## src/rtl/assert_macros.svh

```systemverilog
// Assertion helpers shared by the blob centroid RTL.
`ifndef ASSERT_MACROS_SVH
`define ASSERT_MACROS_SVH

// Check a property on every clock edge outside of reset.
`define ASSERT_CLK(label, prop, msg) \
    label: assert property (@(posedge i_clk) disable iff (!i_rst_n) (prop)) \
        else $error(msg);

// Check that a condition never holds outside of reset.
`define ASSERT_NEVER(label, cond, msg) \
    label: assert property (@(posedge i_clk) disable iff (!i_rst_n) !(cond)) \
        else $error(msg);

`endif

```

## src/rtl/cbbc_pkg.sv

```systemverilog
package cbbc_pkg;

    // Frame geometry
    localparam int FRAME_WIDTH  = 320;
    localparam int FRAME_HEIGHT = 240;

    // Field and accumulator widths
    localparam int CH_W    = 8;
    localparam int COL_W   = 9;
    localparam int ROW_W   = 8;
    localparam int COUNT_W = 17;
    localparam int TOTAL_W = 25;

    // Divider: one quotient bit per step
    localparam int DIV_STEPS = TOTAL_W;
    localparam int STEP_W    = $clog2(DIV_STEPS);

    // Configuration port
    localparam int APB_ADDR_W = 5;
    localparam int APB_DATA_W = 32;
    localparam int REG_IDX_W  = 3;

    typedef enum logic [REG_IDX_W-1:0] {
        REG_BLUE_LOWER  = 3'd0,
        REG_BLUE_UPPER  = 3'd1,
        REG_GREEN_LOWER = 3'd2,
        REG_GREEN_UPPER = 3'd3,
        REG_RED_LOWER   = 3'd4,
        REG_RED_UPPER   = 3'd5
    } t_reg_idx;

    localparam logic [CH_W-1:0] RST_BLUE_LOWER  = 8'd130;
    localparam logic [CH_W-1:0] RST_BLUE_UPPER  = 8'd150;
    localparam logic [CH_W-1:0] RST_GREEN_LOWER = 8'd160;
    localparam logic [CH_W-1:0] RST_GREEN_UPPER = 8'd190;
    localparam logic [CH_W-1:0] RST_RED_LOWER   = 8'd170;
    localparam logic [CH_W-1:0] RST_RED_UPPER   = 8'd210;

    typedef struct packed {
        logic [CH_W-1:0] blue_lower;
        logic [CH_W-1:0] blue_upper;
        logic [CH_W-1:0] green_lower;
        logic [CH_W-1:0] green_upper;
        logic [CH_W-1:0] red_lower;
        logic [CH_W-1:0] red_upper;
    } t_thresh;

    typedef enum logic [1:0] {
        ST_ACCUM = 2'd0,
        ST_DIV   = 2'd1,
        ST_HOLD  = 2'd2
    } t_state;

    // Controller to datapath
    typedef struct packed {
        logic pix_ready;
        logic div_step;
        logic out_load;
    } t_dp_cmd;

    // Datapath to controller
    typedef struct packed {
        logic pix_valid;
        logic pix_last;
        logic div_last;
        logic out_busy;
    } t_dp_status;

endpackage

```

## src/rtl/cbbc_pixel_if.sv

```systemverilog
interface cbbc_pixel_if;
    import cbbc_pkg::*;

    logic             valid;
    logic             ready;
    logic [CH_W-1:0]  blue;
    logic [CH_W-1:0]  green;
    logic [CH_W-1:0]  red;
    logic [COL_W-1:0] column;
    logic [ROW_W-1:0] row;
    logic             frame_end;

    modport source (output valid, blue, green, red, column, row, frame_end, input ready);
    modport sink   (input valid, blue, green, red, column, row, frame_end, output ready);
endinterface

```

## src/rtl/cbbc_result_if.sv

```systemverilog
interface cbbc_result_if;
    import cbbc_pkg::*;

    logic               valid;
    logic               ready;
    logic [COL_W-1:0]   centroid_column;
    logic [ROW_W-1:0]   centroid_row;
    logic               found;
    logic [COUNT_W-1:0] match_count;

    modport source (output valid, centroid_column, centroid_row, found, match_count,
                    input ready);
    modport sink   (input valid, centroid_column, centroid_row, found, match_count,
                    output ready);
endinterface

```

## src/rtl/cbbc_regs.sv

```systemverilog
module cbbc_regs (
    input  logic                          i_clk,
    input  logic                          i_rst_n,
    input  logic                          psel,
    input  logic                          penable,
    input  logic                          pwrite,
    input  logic [cbbc_pkg::APB_ADDR_W-1:0] paddr,
    input  logic [cbbc_pkg::APB_DATA_W-1:0] pwdata,
    output logic [cbbc_pkg::APB_DATA_W-1:0] prdata,
    output logic                          pready,
    output cbbc_pkg::t_thresh             o_thresh
);
    import cbbc_pkg::*;

    t_thresh              r_thresh;
    logic [REG_IDX_W-1:0] w_idx;
    logic                 w_wr;
    logic [CH_W-1:0]      w_rd;

    assign pready = 1'b1;
    assign w_idx  = paddr[APB_ADDR_W-1:2];
    assign w_wr   = psel && penable && pwrite;

    // Write the addressed threshold; drop writes beyond the register list
    always_ff @(posedge i_clk) begin
        if (!i_rst_n) begin
            r_thresh.blue_lower  <= RST_BLUE_LOWER;
            r_thresh.blue_upper  <= RST_BLUE_UPPER;
            r_thresh.green_lower <= RST_GREEN_LOWER;
            r_thresh.green_upper <= RST_GREEN_UPPER;
            r_thresh.red_lower   <= RST_RED_LOWER;
            r_thresh.red_upper   <= RST_RED_UPPER;
        end else if (w_wr) begin
            case (w_idx)
                REG_BLUE_LOWER:  r_thresh.blue_lower  <= pwdata[CH_W-1:0];
                REG_BLUE_UPPER:  r_thresh.blue_upper  <= pwdata[CH_W-1:0];
                REG_GREEN_LOWER: r_thresh.green_lower <= pwdata[CH_W-1:0];
                REG_GREEN_UPPER: r_thresh.green_upper <= pwdata[CH_W-1:0];
                REG_RED_LOWER:   r_thresh.red_lower   <= pwdata[CH_W-1:0];
                REG_RED_UPPER:   r_thresh.red_upper   <= pwdata[CH_W-1:0];
                default: ;
            endcase
        end
    end

    // Read back
    always_comb begin
        case (w_idx)
            REG_BLUE_LOWER:  w_rd = r_thresh.blue_lower;
            REG_BLUE_UPPER:  w_rd = r_thresh.blue_upper;
            REG_GREEN_LOWER: w_rd = r_thresh.green_lower;
            REG_GREEN_UPPER: w_rd = r_thresh.green_upper;
            REG_RED_LOWER:   w_rd = r_thresh.red_lower;
            REG_RED_UPPER:   w_rd = r_thresh.red_upper;
            default:         w_rd = '0;
        endcase
    end

    assign prdata   = {{(APB_DATA_W-CH_W){1'b0}}, w_rd};
    assign o_thresh = r_thresh;
endmodule

```

## src/rtl/cbbc_ctrl.sv

```systemverilog
`include "assert_macros.svh"

module cbbc_ctrl (
    input  logic                 i_clk,
    input  logic                 i_rst_n,
    input  cbbc_pkg::t_dp_status i_status,
    output cbbc_pkg::t_dp_cmd    o_cmd
);
    import cbbc_pkg::*;

    t_state r_state;
    t_state n_state;

    always_ff @(posedge i_clk) begin
        if (!i_rst_n) begin
            r_state <= ST_ACCUM;
        end else begin
            r_state <= n_state;
        end
    end

    // Sequence: take pixels, divide after the frame end, hand over the result
    always_comb begin
        n_state = r_state;
        o_cmd   = '0;
        case (r_state)
            ST_ACCUM: begin
                o_cmd.pix_ready = 1'b1;
                if (i_status.pix_valid && i_status.pix_last) begin
                    n_state = ST_DIV;
                end
            end
            ST_DIV: begin
                o_cmd.div_step = 1'b1;
                if (i_status.div_last) begin
                    n_state = ST_HOLD;
                end
            end
            ST_HOLD: begin
                if (!i_status.out_busy) begin
                    o_cmd.out_load = 1'b1;
                    n_state        = ST_ACCUM;
                end
            end
            default: begin
                n_state = ST_ACCUM;
            end
        endcase
    end

    `ASSERT_NEVER(a_ready_while_div, o_cmd.pix_ready && (o_cmd.div_step || o_cmd.out_load),
        "pixel taken while the divider or output load is active")
    `ASSERT_CLK(a_load_returns, o_cmd.out_load |=> (r_state == ST_ACCUM),
        "result load not followed by pixel intake")
    `ASSERT_CLK(a_frame_end_divides,
        (o_cmd.pix_ready && i_status.pix_valid && i_status.pix_last) |=> (r_state == ST_DIV),
        "frame end beat did not start the division")
endmodule

```

## src/rtl/cbbc_dp.sv

```systemverilog
`include "assert_macros.svh"

module cbbc_dp (
    input  logic                 i_clk,
    input  logic                 i_rst_n,
    input  cbbc_pkg::t_thresh    i_thresh,
    input  cbbc_pkg::t_dp_cmd    i_cmd,
    output cbbc_pkg::t_dp_status o_status,
    cbbc_pixel_if.sink           i_pix,
    cbbc_result_if.source        o_res
);
    import cbbc_pkg::*;

    // Accumulators
    logic [COUNT_W-1:0] r_matched,   n_matched;
    logic [TOTAL_W-1:0] r_col_total, n_col_total;
    logic [TOTAL_W-1:0] r_row_total, n_row_total;

    // Divider: shared step counter, two restoring dividers by the same count
    logic [COUNT_W-1:0] r_div_cnt;
    logic [TOTAL_W-1:0] r_col_q, r_row_q;
    logic [COUNT_W-1:0] r_col_rem, r_row_rem;
    logic [STEP_W-1:0]  r_step;

    // Output register
    logic               r_out_valid;
    logic [COL_W-1:0]   r_out_col;
    logic [ROW_W-1:0]   r_out_row;
    logic               r_out_found;
    logic [COUNT_W-1:0] r_out_count;

    logic w_take;
    logic w_match;
    logic [TOTAL_W:0] w_col_sum, w_row_sum;
    logic [COUNT_W+TOTAL_W-1:0] w_col_next, w_row_next;

    // One restoring step: returns {remainder, shifted quotient}
    function automatic logic [COUNT_W+TOTAL_W-1:0] div_step(
        input logic [COUNT_W-1:0] rem,
        input logic [TOTAL_W-1:0] q,
        input logic [COUNT_W-1:0] d
    );
        logic [COUNT_W:0] trial;
        logic [COUNT_W:0] diff;
        trial = {rem, q[TOTAL_W-1]};
        diff  = trial - {1'b0, d};
        if (trial >= {1'b0, d}) begin
            div_step = {diff[COUNT_W-1:0], q[TOTAL_W-2:0], 1'b1};
        end else begin
            div_step = {trial[COUNT_W-1:0], q[TOTAL_W-2:0], 1'b0};
        end
    endfunction

    assign w_take = i_pix.valid && i_cmd.pix_ready;

    // Match: inside frame and each channel strictly inside its bounds
    assign w_match = (32'(i_pix.column) < 32'(FRAME_WIDTH))
                  && (32'(i_pix.row) < 32'(FRAME_HEIGHT))
                  && (i_pix.blue  > i_thresh.blue_lower)  && (i_pix.blue  < i_thresh.blue_upper)
                  && (i_pix.green > i_thresh.green_lower) && (i_pix.green < i_thresh.green_upper)
                  && (i_pix.red   > i_thresh.red_lower)   && (i_pix.red   < i_thresh.red_upper);

    // Saturating accumulate
    assign w_col_sum = {1'b0, r_col_total} + (TOTAL_W+1)'(i_pix.column);
    assign w_row_sum = {1'b0, r_row_total} + (TOTAL_W+1)'(i_pix.row);

    always_comb begin
        n_matched   = r_matched;
        n_col_total = r_col_total;
        n_row_total = r_row_total;
        if (w_match) begin
            n_matched   = (&r_matched) ? r_matched : r_matched + 1'b1;
            n_col_total = w_col_sum[TOTAL_W] ? '1 : w_col_sum[TOTAL_W-1:0];
            n_row_total = w_row_sum[TOTAL_W] ? '1 : w_row_sum[TOTAL_W-1:0];
        end
    end

    always_ff @(posedge i_clk) begin
        if (!i_rst_n) begin
            r_matched   <= '0;
            r_col_total <= '0;
            r_row_total <= '0;
        end else if (w_take) begin
            if (i_pix.frame_end) begin
                r_matched   <= '0;
                r_col_total <= '0;
                r_row_total <= '0;
            end else begin
                r_matched   <= n_matched;
                r_col_total <= n_col_total;
                r_row_total <= n_row_total;
            end
        end
    end

    assign w_col_next = div_step(r_col_rem, r_col_q, r_div_cnt);
    assign w_row_next = div_step(r_row_rem, r_row_q, r_div_cnt);

    // Snapshot totals at frame end, then advance one quotient bit a cycle
    always_ff @(posedge i_clk) begin
        if (w_take && i_pix.frame_end) begin
            r_div_cnt <= n_matched;
            r_col_q   <= n_col_total;
            r_row_q   <= n_row_total;
            r_col_rem <= '0;
            r_row_rem <= '0;
            r_step    <= '0;
        end else if (i_cmd.div_step) begin
            {r_col_rem, r_col_q} <= w_col_next;
            {r_row_rem, r_row_q} <= w_row_next;
            r_step               <= r_step + 1'b1;
        end
    end

    // Output register: load the clamped quotients, or zeros with no match, hold until taken
    always_ff @(posedge i_clk) begin
        if (!i_rst_n) begin
            r_out_valid <= 1'b0;
        end else if (i_cmd.out_load) begin
            r_out_valid <= 1'b1;
        end else if (o_res.ready) begin
            r_out_valid <= 1'b0;
        end
    end

    always_ff @(posedge i_clk) begin
        if (i_cmd.out_load) begin
            r_out_count <= r_div_cnt;
            r_out_found <= (r_div_cnt != '0);
            if (r_div_cnt == '0) begin
                r_out_col <= '0;
                r_out_row <= '0;
            end else begin
                r_out_col <= (|r_col_q[TOTAL_W-1:COL_W]) ? '1 : r_col_q[COL_W-1:0];
                r_out_row <= (|r_row_q[TOTAL_W-1:ROW_W]) ? '1 : r_row_q[ROW_W-1:0];
            end
        end
    end

    assign i_pix.ready           = i_cmd.pix_ready;
    assign o_res.valid           = r_out_valid;
    assign o_res.centroid_column = r_out_col;
    assign o_res.centroid_row    = r_out_row;
    assign o_res.found           = r_out_found;
    assign o_res.match_count     = r_out_count;

    assign o_status.pix_valid = i_pix.valid;
    assign o_status.pix_last  = i_pix.frame_end;
    assign o_status.div_last  = (r_step == STEP_W'(DIV_STEPS - 1));
    assign o_status.out_busy  = r_out_valid && !o_res.ready;

    `ASSERT_CLK(a_load_sets_valid, i_cmd.out_load |=> r_out_valid,
        "result load did not raise the output valid")
    `ASSERT_CLK(a_found_matches_count,
        r_out_valid |-> (r_out_found == (r_out_count != '0)),
        "found flag disagrees with the match count")
    `ASSERT_NEVER(a_step_overrun, i_cmd.div_step && (32'(r_step) >= DIV_STEPS),
        "divider stepped past its last quotient bit")
endmodule

```

## src/rtl/color_box_blob_centroid_core.sv

```systemverilog
// Color box blob centroid: one RGB pixel beat per clock with its column, row and
// frame-end mark; a pixel inside the frame whose blue, green and red each lie
// strictly between their lower and upper thresholds (APB registers 0..5 at byte
// addresses 0x00..0x14) adds to a saturating match count, column sum and row sum.
// The frame-end beat is counted too, then intake pauses while a shared-counter
// restoring divider produces both centroids, one quotient bit per cycle, and the
// output register is loaded; intake resumes after that load, or later if the
// previous result still waits.
// One result beat per frame: clamped centroids, found and match count; with no
// match found and both centroids read 0. Between frame ends the block takes one
// pixel per clock.
module color_box_blob_centroid_core (
    input  logic                            i_clk,
    input  logic                            i_rst_n,
    cbbc_pixel_if.sink                      i_pix,
    cbbc_result_if.source                   o_res,
    input  logic                            psel,
    input  logic                            penable,
    input  logic                            pwrite,
    input  logic [cbbc_pkg::APB_ADDR_W-1:0] paddr,
    input  logic [cbbc_pkg::APB_DATA_W-1:0] pwdata,
    output logic [cbbc_pkg::APB_DATA_W-1:0] prdata,
    output logic                            pready
);
    import cbbc_pkg::*;

    t_thresh    w_thresh;
    t_dp_cmd    w_cmd;
    t_dp_status w_status;

    cbbc_regs u_regs (
        .i_clk    (i_clk),
        .i_rst_n  (i_rst_n),
        .psel     (psel),
        .penable  (penable),
        .pwrite   (pwrite),
        .paddr    (paddr),
        .pwdata   (pwdata),
        .prdata   (prdata),
        .pready   (pready),
        .o_thresh (w_thresh)
    );

    cbbc_ctrl u_ctrl (
        .i_clk    (i_clk),
        .i_rst_n  (i_rst_n),
        .i_status (w_status),
        .o_cmd    (w_cmd)
    );

    cbbc_dp u_dp (
        .i_clk    (i_clk),
        .i_rst_n  (i_rst_n),
        .i_thresh (w_thresh),
        .i_cmd    (w_cmd),
        .o_status (w_status),
        .i_pix    (i_pix),
        .o_res    (o_res)
    );
endmodule
```

## src/flat_wrapper.sv

```systemverilog
// flat-port wrapper written by rule: the top's interface ports become plain ports
module color_box_blob_centroid_core_flat import cbbc_pkg::*;
  (i_clk, i_rst_n, psel, penable, pwrite, paddr, pwdata, prdata, pready, i_pix_valid, i_pix_blue, i_pix_green, i_pix_red, i_pix_column, i_pix_row, i_pix_frame_end, i_pix_ready, o_res_valid, o_res_centroid_column, o_res_centroid_row, o_res_found, o_res_match_count, o_res_ready);
  cbbc_pixel_if i_pix_i ();
  cbbc_result_if o_res_i ();
  input  logic i_clk;
  input  logic i_rst_n;
  input  logic psel;
  input  logic penable;
  input  logic pwrite;
  input  logic [cbbc_pkg::APB_ADDR_W-1:0] paddr;
  input  logic [cbbc_pkg::APB_DATA_W-1:0] pwdata;
  output logic [cbbc_pkg::APB_DATA_W-1:0] prdata;
  output logic pready;
  input wire logic [$bits(i_pix_i.valid)-1:0] i_pix_valid;
  input wire logic [$bits(i_pix_i.blue)-1:0] i_pix_blue;
  input wire logic [$bits(i_pix_i.green)-1:0] i_pix_green;
  input wire logic [$bits(i_pix_i.red)-1:0] i_pix_red;
  input wire logic [$bits(i_pix_i.column)-1:0] i_pix_column;
  input wire logic [$bits(i_pix_i.row)-1:0] i_pix_row;
  input wire logic [$bits(i_pix_i.frame_end)-1:0] i_pix_frame_end;
  output wire logic [$bits(i_pix_i.ready)-1:0] i_pix_ready;
  output wire logic [$bits(o_res_i.valid)-1:0] o_res_valid;
  output wire logic [$bits(o_res_i.centroid_column)-1:0] o_res_centroid_column;
  output wire logic [$bits(o_res_i.centroid_row)-1:0] o_res_centroid_row;
  output wire logic [$bits(o_res_i.found)-1:0] o_res_found;
  output wire logic [$bits(o_res_i.match_count)-1:0] o_res_match_count;
  input wire logic [$bits(o_res_i.ready)-1:0] o_res_ready;
  assign i_pix_i.valid = i_pix_valid;
  assign i_pix_i.blue = i_pix_blue;
  assign i_pix_i.green = i_pix_green;
  assign i_pix_i.red = i_pix_red;
  assign i_pix_i.column = i_pix_column;
  assign i_pix_i.row = i_pix_row;
  assign i_pix_i.frame_end = i_pix_frame_end;
  assign i_pix_ready = i_pix_i.ready;
  assign o_res_valid = o_res_i.valid;
  assign o_res_centroid_column = o_res_i.centroid_column;
  assign o_res_centroid_row = o_res_i.centroid_row;
  assign o_res_found = o_res_i.found;
  assign o_res_match_count = o_res_i.match_count;
  assign o_res_i.ready = o_res_ready;
  color_box_blob_centroid_core u_core (.i_clk(i_clk), .i_rst_n(i_rst_n), .i_pix(i_pix_i), .o_res(o_res_i), .psel(psel), .penable(penable), .pwrite(pwrite), .paddr(paddr), .pwdata(pwdata), .prdata(prdata), .pready(pready));
endmodule
```

## config.mk

```make
export PLATFORM = sky130hd
export DESIGN_NAME = color_box_blob_centroid_core_flat
export DESIGN_NICKNAME = d
export VERILOG_FILES = /design/src/rtl/cbbc_pkg.sv /design/src/rtl/cbbc_pixel_if.sv /design/src/rtl/cbbc_result_if.sv /design/src/rtl/cbbc_regs.sv /design/src/rtl/cbbc_ctrl.sv /design/src/rtl/cbbc_dp.sv /design/src/rtl/color_box_blob_centroid_core.sv /design/src/flat_wrapper.sv
export VERILOG_INCLUDE_DIRS = /design/src /design/src/rtl
export SDC_FILE = /design/constraint.sdc
export NUM_CORES = 1
export LEC_CHECK = 0
export CAP_MARGIN = 20
export CORE_UTILIZATION = 65
export DETAILED_ROUTE_END_ITERATION = 10
export DONT_BUFFER_PORTS = 1
export PLACE_DENSITY_LB_ADDON = 0.08
export SETUP_SLACK_MARGIN = 0.3
export SYNTH_ARGS = -nofsm -noshare
export SYNTH_HDL_FRONTEND = slang
export SYNTH_SLANG_ARGS = --single-unit
```

## constraint.sdc

```tcl
create_clock -name i_clk -period 6.56 [get_ports i_clk]
set_input_delay 1.312 -clock i_clk [delete_from_list [all_inputs] [get_ports i_clk]]
set_output_delay 1.312 -clock i_clk [all_outputs]
set_load 0.05 [all_outputs]
```

==> metrics <==
Chip Width=156 um; met1 WL=17000 um; CTS tree=yes; final setup fails=0; Initial Util=67.1%; clock latency on the worst-skew pair=0.55 ns; ANT nets after route=0; largest net degree at the start of global routing=63; First-pass DRT Iterations=5; most frequent cells in the layout=192 x nor2_1, 192 x nand2_1, 157 x dfxtp_1; Distinct cells, synth=81; vias in the first global route=12.1k; final hold vios=0; synth warn=0; vias post-DR=roughly 13k; syn avg cell area=around 8.7 um2; standard-cell rows=55; Fin Setup TNS=0 ns; CTS Buf Count=29; crit path DAT=2.75 ns; CP required=5.25 ns; Post-Place Setup Slack=1.95 ns; layout cell share with drive strength beyond 1=~5.3%; final net count=approximately 1.9k; Reg clk slew, reported paths=0.06 ns; achievable frequency=246 MHz; measured slew at the worst slew-check pin=1.18 ns; skew final=0.0128 ns; GRT Total Usage=31.5%; Worst VDD drop=0.000222 V; uppermost layer routed=met5; Placer Congestion=between 0.9 and 1; DR WL/cell=18.5 um; HPWL after DPL=~27000 um; Max Cap Viol=0; area grow syn2layout=7.13%; io pins=approximately 160; WL met2=17400 um; Hold Path Class=reg -> reg; post-synthesis instance area=0.0154 mm2; Gate Count Post-Synth=1775; 1st-iter DRT viols=1040; average vias per placed instance=between 6 and 7; sequential share of the synthesized area=40.4%; P per Cell Area=about 260 mW/mm2; relative slew slack=22.8%; period utilization=62.0%; Final WS setup=2.49 ns; CTS Hold Bufs=0; critical path type=in -> out; post-cts resize count=0; initial antenna violation count=1; first-pass GRT wire length=61100 um; die area=0.0243 mm2; crit path time final=4.07 ns; # Post-CTS Setup Buffers=0; IO Port Bufs=0; clock buffer depth=3; htree depth=1; Die H=156 um; CP startpoint kind=primary input; Max Slew Vio Count=0; number of flops mapped to enable cells by yosys=102; Top FF cell, synth=dfxtp_1; number of diodes=0; # DRC=0; crit-path max FO=25; RSZ-0062 raised after global routing=false; hold_sp=u_core.u_regs.o_thresh[38]; FF-to-FF Start=u_core.u_dp.r_div_cnt[2]; crit end category=output pin; GR Overflow Total=0; outcome=completed; Root Driver=clkbuf_16; ys async rst share=0%; Core Region=0.0229 mm2; clock sinks=259; #FFs+latches synth=roughly 260; fill cell count=between 1.5k and 2k; worst setup path start=paddr[3]; Met3 Wirelength=2980 um; Routed WL=38500 um; leakage power=approximately 0.0065 uW
==> area by class of cell <==
cell class / count / area, um2 / area share [%]
sequential: 259 / 6210 / 37.7
inverter: 94 / 353 / 2.14
timing repair buffer: 20 / 166 / 1.01
clock buffer: 39 / 773 / 4.70
clock inverter: 14 / 166 / 1.01
multi-input combinational: 1338 / 8410 / 51.1
tap: 313 / 392 / 2.38
==> routing by layer <==
| metal | vias to the layer above | track usage, % |
|---|---|---|
| li1 | 6295 | - |
| met3 | 89 | 5.78 |
| met1 | 6211 | 42.3 |
| met5 | - | 0 |
| met2 | 463 | 50.9 |
| met4 | 2 | 10.7 |
==> synthesized netlist by cell type, drive strengths merged (5+ instances only) <==
cell | instances | area [um2]
nand2 | 194 | 731
nor2 | 193 | 727
dfxtp | 157 | 3140
o21ai | 143 | 716
a21oi | 132 | 661
edfxtp | 102 | 3060
ha | 99 | 1240
inv | 93 | 349
clkbuf | 66 | 248
mux2i | 57 | 571
nand3 | 46 | 230
buf | 41 | 268
nor3 | 40 | 221
nand4 | 28 | 175
xnor2 | 28 | 245
o211ai | 26 | 195
a21o | 25 | 188
a211oi | 22 | 165
nor4 | 22 | 195
xor2 | 20 | 175
nand2b | 19 | 119
a31oi | 17 | 106
o31ai | 17 | 133
nor2b | 16 | 100
and3 | 15 | 93.8
o21a | 13 | 97.6
or3 | 13 | 86.3
a22oi | 11 | 82.6
a311oi | 10 | 87.6
o22ai | 10 | 62.6
or4 | 10 | 75.1
and2 | 9 | 56.3
or2 | 7 | 46.3
a211o | 6 | 52.6
o21bai | 6 | 48.8
mux2 | 5 | 56.3
==> through the flow <==
stage | instances | util, % | total power (uW) | hold WS (ns) | area (um2)
after floorplan | 1798 | - | 2550 | 0.429 | 15500
after global placement | 2022 | 67.6 | 2670 | 0.441 | 15500
after detailed placement | 2022 | 67.6 | 2700 | 0.451 | 15500
after CTS | 2075 | 71.7 | 4320 | 0.459 | 16400
after global routing | 2077 | 71.9 | 4490 | 0.481 | 16500
final | 2077 | 71.9 | 4310 | 0.459 | 16500
==> where the power goes <==
group	switching [uW]	total, uW	internal, uW
Sequential	86.8	1880	1790
Combinational	492	808	316
Clock	649	1630	977
Total	1230	4310	3090
==> sequential cells by signal, summed over array words and instances (netlist names) <==
register and flops:
u_core.u_dp.r_col_q 25, u_core.u_ctrl.r_state 2, u_core.u_dp.o_res.centroid_column 9, u_core.u_dp.r_div_cnt 17
u_core.u_dp.r_col_rem 17, u_core.u_dp.r_col_total 25, u_core.u_dp.r_step 5, u_core.u_dp.o_res.match_count 17
u_core.u_dp.r_matched 17, u_core.u_dp.o_res.valid 1, u_core.u_dp.o_res.found 1, u_core.u_dp.o_res.centroid_row 8
u_core.u_dp.r_row_rem 17, u_core.u_regs.o_thresh 48, u_core.u_dp.r_row_total 25, u_core.u_dp.r_row_q 25
==> kinds of logic after synthesis <==
family                   share of synthesized area, %
AND/OR/NAND/NOR                                  19.1
AO/OA/AOI/OAI                                    19.3
flip-flops                                       40.4
buffers and inverters                            5.65
adder cells (fa/ha/maj)                          8.58
multiplexers                                     4.22
XOR/XNOR                                         2.74
other                                          0.0489
==> worst max-delay path, cell delays in order <==
cell	delay [ns]
nor2b_1	0.36
a22oi_1	0.18
o22ai_1	0.90
==> worst paths after layout <==
check                           slack, ns                    endpoint  cells after the start
worst min-delay path                 0.46  u_core.u_regs.o_thresh[38]                      2
worst max-delay path                 2.49                   prdata[7]                      3
worst max register to register       2.75    u_core.u_dp.r_col_rem[3]                     11
worst min register to register       0.46  u_core.u_regs.o_thresh[38]                      2
Note: power is estimated with default switching activity, not from simulation.
